## config.mk

```make
export PLATFORM = sky130hd
export DESIGN_NAME = neighbor_cache_oldest_replace_unit
export DESIGN_NICKNAME = d
export VERILOG_FILES = /design/src/sv/ncor_pkg.sv /design/src/sv/ncor_ram.sv /design/src/sv/neighbor_cache_oldest_replace_unit.sv
export VERILOG_INCLUDE_DIRS = /design/src /design/src/sv
export SDC_FILE = /design/constraint.sdc
export NUM_CORES = 2
export LEC_CHECK = 0
export BUFFER_PORTS_ARGS = -buffer_cell sky130_fd_sc_hd__buf_2
export CELL_PAD_IN_SITES_DETAIL_PLACEMENT = 0
export CELL_PAD_IN_SITES_GLOBAL_PLACEMENT = 1
export CORE_ASPECT_RATIO = 0.5
export CORE_UTILIZATION = 47
export CTS_BUF_LIST = sky130_fd_sc_hd__clkbuf_8
export CTS_CLUSTER_SIZE = 25
export DETAILED_ROUTE_END_ITERATION = 12
export PLACE_DENSITY_LB_ADDON = 0.1
export SLEW_MARGIN = 20
export SYNTH_ARGS = -nofsm -noshare
export SYNTH_HDL_FRONTEND = slang
export SYNTH_SLANG_ARGS = --single-unit
```

## constraint.sdc

```tcl
create_clock -name clk -period 18.24 [get_ports clk]
set_input_delay 2.736 -clock clk [delete_from_list [all_inputs] [get_ports clk]]
set_output_delay 2.736 -clock clk [all_outputs]
set_load 0.02 [all_outputs]
```

## src/sv/neighbor_cache_oldest_replace_unit_defines.svh

```systemverilog
// Assertion macros shared by the neighbor cache RTL.
`ifndef NEIGHBOR_CACHE_OLDEST_REPLACE_UNIT_DEFINES_SVH
`define NEIGHBOR_CACHE_OLDEST_REPLACE_UNIT_DEFINES_SVH

`ifndef NO_ASSERTIONS
// same-cycle implication
`define NCOR_ASSERT_IMP(label, clk, rst_n, ante, cons) \
	label: assert property (@(posedge clk) disable iff (!(rst_n)) (ante) |-> (cons)) \
		else $error("neighbor cache assertion failed");
// next-cycle implication
`define NCOR_ASSERT_NXT(label, clk, rst_n, ante, cons) \
	label: assert property (@(posedge clk) disable iff (!(rst_n)) (ante) |=> (cons)) \
		else $error("neighbor cache assertion failed");
`else
`define NCOR_ASSERT_IMP(label, clk, rst_n, ante, cons)
`define NCOR_ASSERT_NXT(label, clk, rst_n, ante, cons)
`endif

`endif

```

## src/sv/ncor_pkg.sv

```systemverilog
// Types and constants of the neighbor cache.
package ncor_pkg;

	localparam int ENTRIES_DEF = 8;

	localparam int IP_W    = 64;
	localparam int MAC_W   = 48;
	localparam int STAMP_W = 32;
	localparam int SLOT_W  = 3;
	localparam int WORD_W  = 2 * IP_W + MAC_W + STAMP_W;

	localparam logic CMD_LOOKUP = 1'b0;
	localparam logic CMD_SAVE   = 1'b1;

	localparam logic [1:0] ACT_LOOKUP  = 2'd0;
	localparam logic [1:0] ACT_REFRESH = 2'd1;
	localparam logic [1:0] ACT_FILL    = 2'd2;
	localparam logic [1:0] ACT_REPLACE = 2'd3;

	typedef enum logic [1:0] {
		ST_IDLE,
		ST_SCAN,
		ST_DRAIN,
		ST_FINISH
	} state_t;

endpackage

```

## src/sv/ncor_ram.sv

```systemverilog
// Generic single-port-write, single-port-read RAM with registered read data.
module ncor_ram #(
	parameter int WIDTH = 8,
	parameter int DEPTH = 8
) (
	input  logic                     clk,
	input  logic                     we,
	input  logic [$clog2(DEPTH)-1:0] waddr,
	input  logic [WIDTH-1:0]         wdata,
	input  logic                     re,
	input  logic [$clog2(DEPTH)-1:0] raddr,
	output logic [WIDTH-1:0]         rdata
);

	logic [WIDTH-1:0] mem [DEPTH];

	always_ff @(posedge clk) begin
		if (we) begin
			mem[waddr] <= wdata;
		end
		if (re) begin
			rdata <= mem[raddr];
		end
	end

endmodule

```

## src/sv/neighbor_cache_oldest_replace_unit.sv

```systemverilog
// Neighbor cache top level: sequencer, entry scan and result registers.
// Flow: an accepted item runs through the scan, drain and finish states; done is registered
// from finish, high once back in idle. Busy stays high from scan to finish; idle takes the
// next start, so a new item is taken only once the last is through. The scan reads one
// entry a cycle from the single RAM read port. No result stall.
// Reset clears all valid bits and the sequencer; the entry RAM is not cleared.
`include "neighbor_cache_oldest_replace_unit_defines.svh"

module neighbor_cache_oldest_replace_unit #(
	parameter int ENTRIES = ncor_pkg::ENTRIES_DEF
) (
	input  logic                          clk,
	input  logic                          arst_n,
	input  logic                          start,
	output logic                          busy,
	input  logic                          cmd,
	input  logic [ncor_pkg::IP_W-1:0]     ip_hi,
	input  logic [ncor_pkg::IP_W-1:0]     ip_lo,
	input  logic [ncor_pkg::MAC_W-1:0]    mac_in,
	input  logic [ncor_pkg::STAMP_W-1:0]  now_ms,
	output logic                          done,
	output logic                          hit,
	output logic [ncor_pkg::MAC_W-1:0]    mac_out,
	output logic [ncor_pkg::SLOT_W-1:0]   slot,
	output logic [1:0]                    action
);

	localparam int IDX_W = $clog2(ENTRIES);
	localparam logic [IDX_W-1:0] LAST_IDX = IDX_W'(ENTRIES - 1);

	localparam int IP_W    = ncor_pkg::IP_W;
	localparam int MAC_W   = ncor_pkg::MAC_W;
	localparam int STAMP_W = ncor_pkg::STAMP_W;
	localparam int SLOT_W  = ncor_pkg::SLOT_W;
	localparam int WORD_W  = ncor_pkg::WORD_W;

	// Sequencer state
	ncor_pkg::state_t state_q, state_d;
	logic [IDX_W-1:0] cnt_q;

	// Latched item
	logic               cmd_q;
	logic [IP_W-1:0]    ip_hi_q, ip_lo_q;
	logic [MAC_W-1:0]   mac_q;
	logic [STAMP_W-1:0] now_q;

	// Valid bit per entry, in flops so reset empties the table at once
	logic [ENTRIES-1:0] valid_q;

	// Scan trackers
	logic               match_found_q, free_found_q;
	logic [IDX_W-1:0]   match_idx_q, free_idx_q, oldest_idx_q;
	logic [MAC_W-1:0]   match_mac_q;
	logic [STAMP_W-1:0] min_stamp_q;

	// Read pipeline
	logic               rd_vld_s1;
	logic [IDX_W-1:0]   idx_s1;

	// RAM port signals
	logic               rd_en, wr_en;
	logic [IDX_W-1:0]   wr_addr;
	logic [WORD_W-1:0]  wr_data, rd_data;

	// Result registers
	logic               done_q, hit_q;
	logic [MAC_W-1:0]   mac_out_q;
	logic [SLOT_W-1:0]  slot_q;
	logic [1:0]         action_q;

	// Combinational result of the finish step
	logic               res_hit;
	logic [MAC_W-1:0]   res_mac;
	logic [IDX_W-1:0]   res_idx;
	logic [1:0]         res_action;
	logic [IDX_W+SLOT_W-1:0] res_idx_ext;

	// Fields of the entry returning from the RAM
	logic [IP_W-1:0]    rd_ip_hi, rd_ip_lo;
	logic [MAC_W-1:0]   rd_mac;
	logic [STAMP_W-1:0] rd_stamp;
	logic               ent_match, ent_free, ent_older;

	logic accept;

	assign accept = start && (state_q == ncor_pkg::ST_IDLE);
	assign busy   = (state_q != ncor_pkg::ST_IDLE);

	assign {rd_ip_hi, rd_ip_lo, rd_mac, rd_stamp} = rd_data;

	// Entry RAM: {ip_hi, ip_lo, mac, stamp}
	ncor_ram #(
		.WIDTH(WORD_W),
		.DEPTH(ENTRIES)
	) u_entry_ram (
		.clk  (clk),
		.we   (wr_en),
		.waddr(wr_addr),
		.wdata(wr_data),
		.re   (rd_en),
		.raddr(cnt_q),
		.rdata(rd_data)
	);

	// Next state
	always_comb begin
		state_d = state_q;
		case (state_q)
			ncor_pkg::ST_IDLE: begin
				if (start) begin
					state_d = ncor_pkg::ST_SCAN;
				end
			end
			ncor_pkg::ST_SCAN: begin
				if (cnt_q == LAST_IDX) begin
					state_d = ncor_pkg::ST_DRAIN;
				end
			end
			ncor_pkg::ST_DRAIN: begin
				state_d = ncor_pkg::ST_FINISH;
			end
			ncor_pkg::ST_FINISH: begin
				state_d = ncor_pkg::ST_IDLE;
			end
			default: begin
				state_d = ncor_pkg::ST_IDLE;
			end
		endcase
	end

	// Judge the entry coming back from the RAM
	always_comb begin
		ent_match = rd_vld_s1 && valid_q[idx_s1]
			&& (rd_ip_hi == ip_hi_q) && (rd_ip_lo == ip_lo_q);
		ent_free  = rd_vld_s1 && !valid_q[idx_s1];
		// first entry seeds the minimum; strict less keeps the lowest index on a tie
		ent_older = rd_vld_s1 && ((idx_s1 == '0) || (rd_stamp < min_stamp_q));
	end

	// Outputs of the sequencer: RAM control and the finish decision
	always_comb begin
		rd_en      = (state_q == ncor_pkg::ST_SCAN);
		wr_en      = 1'b0;
		wr_addr    = oldest_idx_q;
		wr_data    = {ip_hi_q, ip_lo_q, mac_q, now_q};
		res_hit    = 1'b0;
		res_mac    = '0;
		res_idx    = '0;
		res_action = ncor_pkg::ACT_LOOKUP;
		if (state_q == ncor_pkg::ST_FINISH) begin
			if (cmd_q == ncor_pkg::CMD_LOOKUP) begin
				if (match_found_q) begin
					res_hit = 1'b1;
					res_mac = match_mac_q;
					res_idx = match_idx_q;
				end
			end else if (match_found_q) begin
				// refresh the stamp, keep the stored MAC
				wr_en      = 1'b1;
				wr_addr    = match_idx_q;
				wr_data    = {ip_hi_q, ip_lo_q, match_mac_q, now_q};
				res_hit    = 1'b1;
				res_idx    = match_idx_q;
				res_action = ncor_pkg::ACT_REFRESH;
			end else if (free_found_q) begin
				wr_en      = 1'b1;
				wr_addr    = free_idx_q;
				res_idx    = free_idx_q;
				res_action = ncor_pkg::ACT_FILL;
			end else begin
				// table full: evict the oldest entry
				wr_en      = 1'b1;
				wr_addr    = oldest_idx_q;
				res_idx    = oldest_idx_q;
				res_action = ncor_pkg::ACT_REPLACE;
			end
		end
	end

	// Report the index modulo eight
	assign res_idx_ext = {{SLOT_W{1'b0}}, res_idx};

	// Control registers
	always_ff @(posedge clk or negedge arst_n) begin
		if (!arst_n) begin
			state_q       <= ncor_pkg::ST_IDLE;
			cnt_q         <= '0;
			valid_q       <= '0;
			rd_vld_s1     <= 1'b0;
			match_found_q <= 1'b0;
			free_found_q  <= 1'b0;
			done_q        <= 1'b0;
		end else begin
			state_q   <= state_d;
			rd_vld_s1 <= rd_en;
			done_q    <= (state_q == ncor_pkg::ST_FINISH);
			if (accept) begin
				cnt_q         <= '0;
				match_found_q <= 1'b0;
				free_found_q  <= 1'b0;
			end else begin
				if (rd_en && (cnt_q != LAST_IDX)) begin
					cnt_q <= cnt_q + 1'b1;
				end
				if (ent_match && !match_found_q) begin
					match_found_q <= 1'b1;
				end
				if (ent_free && !free_found_q) begin
					free_found_q <= 1'b1;
				end
			end
			if (wr_en) begin
				valid_q[wr_addr] <= 1'b1;
			end
		end
	end

	// Payload registers: latched item, trackers, result
	always_ff @(posedge clk) begin
		idx_s1 <= cnt_q;
		if (accept) begin
			cmd_q   <= cmd;
			ip_hi_q <= ip_hi;
			ip_lo_q <= ip_lo;
			mac_q   <= mac_in;
			now_q   <= now_ms;
		end
		if (ent_match && !match_found_q) begin
			match_idx_q <= idx_s1;
			match_mac_q <= rd_mac;
		end
		if (ent_free && !free_found_q) begin
			free_idx_q <= idx_s1;
		end
		if (ent_older) begin
			min_stamp_q  <= rd_stamp;
			oldest_idx_q <= idx_s1;
		end
		if (state_q == ncor_pkg::ST_FINISH) begin
			hit_q     <= res_hit;
			mac_out_q <= res_mac;
			slot_q    <= res_idx_ext[SLOT_W-1:0];
			action_q  <= res_action;
		end
	end

	assign done    = done_q;
	assign hit     = hit_q;
	assign mac_out = mac_out_q;
	assign slot    = slot_q;
	assign action  = action_q;

	`NCOR_ASSERT_IMP(a_done_idle, clk, arst_n, done_q, state_q == ncor_pkg::ST_IDLE)
	`NCOR_ASSERT_NXT(a_accept_scan, clk, arst_n, accept, state_q == ncor_pkg::ST_SCAN)
	`NCOR_ASSERT_NXT(a_finish_done, clk, arst_n, state_q == ncor_pkg::ST_FINISH, done_q)
	`NCOR_ASSERT_IMP(a_refresh_hit, clk, arst_n, done_q && (action_q == ncor_pkg::ACT_REFRESH), hit_q)

endmodule

```

==> summary.md <==
| Metric | Value |
|---|---|
| Status | finished with violations |
| Failing checks | design-rule violations |
| Final min period | 5.58 ns |
| Commonest register cell after synthesis | edfxtp_1 |
| # hold bufs at CTS | 0 |
| Combinational power share | 0.206 |
| Worst Tran Pin Value | 1.16 ns |
| Unique cell type count in the Yosys netlist | 55 |
| Initial antenna violation count | 3 |
| First-pass GRT wire length | 279 mm |
| Avg Inst Size Synth | 23.1 sq um |
| Area grow syn2layout | 11.8% |
| P_sw | 3.87 mW |
| HPWL Detailed | 106 mm |
| Worst hold path type | reg2reg |
| Grt ovf | 0 |
| Worst setup EP type | flop |
| Max-Cap Viols | 0 |
| Crit-path max FO | 69 |
| Initial core utilization | 0.474 |
| Max_slew headroom | 0.227 |
| Core area | 177000 sq um |
| EDFF count, synth | 2224 |
| Nets | 4413 |
| M2 GR Usage | 0.345 |
| DR WL/cell | 28.4 microns |
| TritonCTS clock tree | yes |
| Width of the die | 600 microns |
| Slowest cell on crit path | buf_4 |
| Vias | 38.1k |
| WP data arrival | 6.20 ns |
| Biggest area consumer among synthesized cells | edfxtp_1 |
| Routed vias/inst | 5.63 |
| Clock root buffer | clkbuf_8 |
| Post-CTS Resized | 0 |
| Worst skew pair latency | 0.91 ns |
| Antenna-violating nets left | 0 |
| Crit path launch | cnt_q[1] |
| Register share of total power | 0.531 |
| Io pins | 268 |
| Hold Crit Start | u_entry_ram.rdata[32] |
| Iter 0 DRT Violations | 3260 |
| H-tree depth | 5 |
| Crit Path Category | reg2reg |
| Mapped cell area | 84000 sq um |
| Die height | 301 microns |
| WP data required | 18.87 ns |
| Drt total wl | 192 mm |
| Global-route usage over all layers | 0.215 |
| Cell family with most CP delay | buffers and inverters |
| Sequential fraction of the synthesis area | 0.801 |
| GR peak layer | met2 |
| Met1 usage | 0.311 |
| Cts bufs inserted | 320 |
| Share of cells above drive strength 1 | 0.313 |
| Flip-flop and latch count after synthesis | 2244 |
| Routability-driven placement congestion ratio | 0.873 |
| Yosys warns | 0 |
| DRC viols | 13 |
| R2R Setup Slk | 12.66 ns |
| I/O Buffers | 267 |
| Final Hold Fails | 0 |
| Die Area | 181000 sq um |
| PwrDens | 143 nW/um^2 |
| Floorplan row count | 109 |
| Clock slew at reported path FFs | 0.06 ns |
| Largest cells by area after synthesis | edfxtp_1, mux4_2, mux2_2, xor2_1, nor2b_1 |
| Cell mode on critical path | buf_4 |
| Cell Chain, Critical Path | buf_4 -> buf_4 -> buf_4 -> buf_4 -> mux4_2 -> mux2_2 |
| Cells after Synth | 3636 |
| RSZ-0062 raised after global routing | false |
| Clock power frac | 0.262 |
| Net Sw Frac | 0.289 |
| Bufs and invs on worst path | 4 |
| Clk buf depth | 4 |
| Syn_nets | 3886 |
| GR Util met3 | 0.0371 |
| Vias in the first global route | 39.9k |
| Kind of start point of the critical path | flop |
| Share of flip-flops with an asynchronous set or reset | 0.00758 |
| Period utilization | 0.306 |
| Max Freq | 179 MHz |
| Final setup violating endpoints | 0 |
| Post-CTS Repair Setup Buffers | 0 |
| Largest net degree at the start of global routing | 113 |
| Total negative slack | 0 ns |
| Peak VDD IR | 0.0650 mV |
| Int Pwr | 9.52 mW |
| DR pass1 iterations | 11 |
| Worst r2r src | cnt_q[1] |
| Clock skew | 0.0568 ns |
| Slowest cell delay on critical path | 0.94 ns |
| Finished Core Util | 0.530 |
| Clock sink count | 2244 |
| Slew Limit Fails | 0 |
| Post-synth top area share | 0.795 |
| Pleak | 30.1 nW |
==> cells in the mapped netlist (3+ instances only) <==
cell and number:
xnor2_1 6, nand4_1 28, dfrtp_1 17, inv_1 62, nand2_1 24, buf_1 16, mux2_1 21, nor4_1 50
o21ai_1 4, nor2b_1 80, a21oi_1 19, a2111oi_0 13, buf_2 46, mux4_2 418, nand3_1 10, mux2_2 236
dfxtp_1 3, nor3_1 8, clkbuf_1 68, and4_1 4, and2_1 48, nand2b_1 36, and3_1 3, ha_1 38
or4_1 5, a221oi_1 3, or3_1 3, xor2_1 61, nand4b_1 4, or2_1 8, o22ai_1 5, edfxtp_1 2224
o21ai_0 10, a21o_1 5, nor2_1 22, o2111ai_1 4
==> sequential cells by signal (all words and copies together), names as in the netlist, 8 cells and up <==
name	cells
mac_q	48
now_q	32
u_entry_ram.mem	1664
u_entry_ram.rdata	208
match_mac_q	48
min_stamp_q	32
ip_lo_q	64
mac_out	48
valid_q	8
ip_hi_q	64
==> cells by family (layout without fill, tap and decap cells) <==
family          after synthesis  count (layout)  synth area share
buf+inv                     192             931           0.00926
simple gates                345             345            0.0249
flops                      2244            2244             0.801
fa+ha+maj                    38              38           0.00566
other cells                   0               5                 0
compound gates               73              73           0.00590
mux                         677             677             0.147
xor+xnor                     67              67           0.00698
==> metrics by stage <==
stage,power [mW],hold WS (ns),cell area (sq um),std cells,setup slack [ns]
after floorplan,9.10,0.372,84000,3636,0.560
after global placement,9.99,0.400,88500,6224,12.40
after detailed placement,10.0,0.405,88500,6224,12.25
after CTS,13.6,0.414,93800,6758,12.30
after global routing,14.0,0.425,93900,6766,12.38
final,13.4,0.419,93900,6766,12.66
==> worst paths after layout <==
| check | endpoint | cells after the start |
|---|---|---|
| worst max-delay path | u_entry_ram.rdata[147] | 6 |
| worst min-delay path | match_mac_q[0] | 0 |
| worst max register to register | u_entry_ram.rdata[147] | 6 |
| worst min register to register | match_mac_q[0] | 0 |
| max in group asynchronous | cnt_q[1] | 1 |
| min in group asynchronous | valid_q[7] | 1 |
==> power groups by stage <==
| stage | sequential (mW) | combinational (mW) | clock [mW] |
|---|---|---|---|
| floorplan | 7.19 | 1.91 | 0 |
| global placement | 7.20 | 2.79 | 0 |
| detailed placement | 7.22 | 2.81 | 0 |
| CTS | 7.12 | 2.83 | 3.62 |
| global route | 7.18 | 2.98 | 3.84 |
| finish | 7.11 | 2.76 | 3.51 |
==> area by class of cell <==
class | instances | area, sq um
Inverter | 62 | 240
Sequential cell | 2244 | 67300
Fill cell | 13758 | 83200
Clock inverter | 210 | 881
Tap cell | 2386 | 2990
Multi-Input combinational cell | 1200 | 16100
Antenna cell | 5 | 12.5
Clock buffer | 324 | 4460
Timing Repair Buffer | 335 | 1970
==> layout by cell type, fill, tap and decap left out, types with 5 or more instances in the layout <==
cell        synthesis  final
inv_1              62    163
ha_1               38     36
a21o_1              5      5
mux2_1             21     21
clkinvlp_4          0      7
mux4_2            418    418
a2111oi_0          13     13
nor3_1              8      6
or2_1               8      8
nand2b_1           36     36
clkinv_1            0     77
or4_1               5      5
mux2_2            236    236
clkbuf_8            0    324
buf_4               0     60
nand4_1            28     28
xnor2_1             6      6
xor2_1             61     61
nand3_1            10     10
buf_12              0      5
o22ai_1             5      5
o21ai_0            10     10
clkinv_2            0     20
nor4_1             50     49
buf_2              46    267
and2_1             48     48
nor2b_1            80     79
dfrtp_1            17     14
diode_2             0      5
nor2_4              0      6
a21oi_1            19     19
nor2_1             22     16
edfxtp_1         2224   2224
nand2_1            24     24
==> worst reg2reg max path: cells and delay by family (launching register included) <==
family | cells | cell delay, ns
buffers and inverters | 4 | 3.66
muxes | 2 | 0.73
DFF | 1 | 0.93
==> per-layer routing <==
metal	wire length [microns]	share of wire	vias up
met2	92700	0.48	1093
met4	3560	0.019	0
met5	0	0	-
met3	10300	0.053	287
li1	-	-	16203
met1	85900	0.45	20516
(Power assumes the default switching activity.)
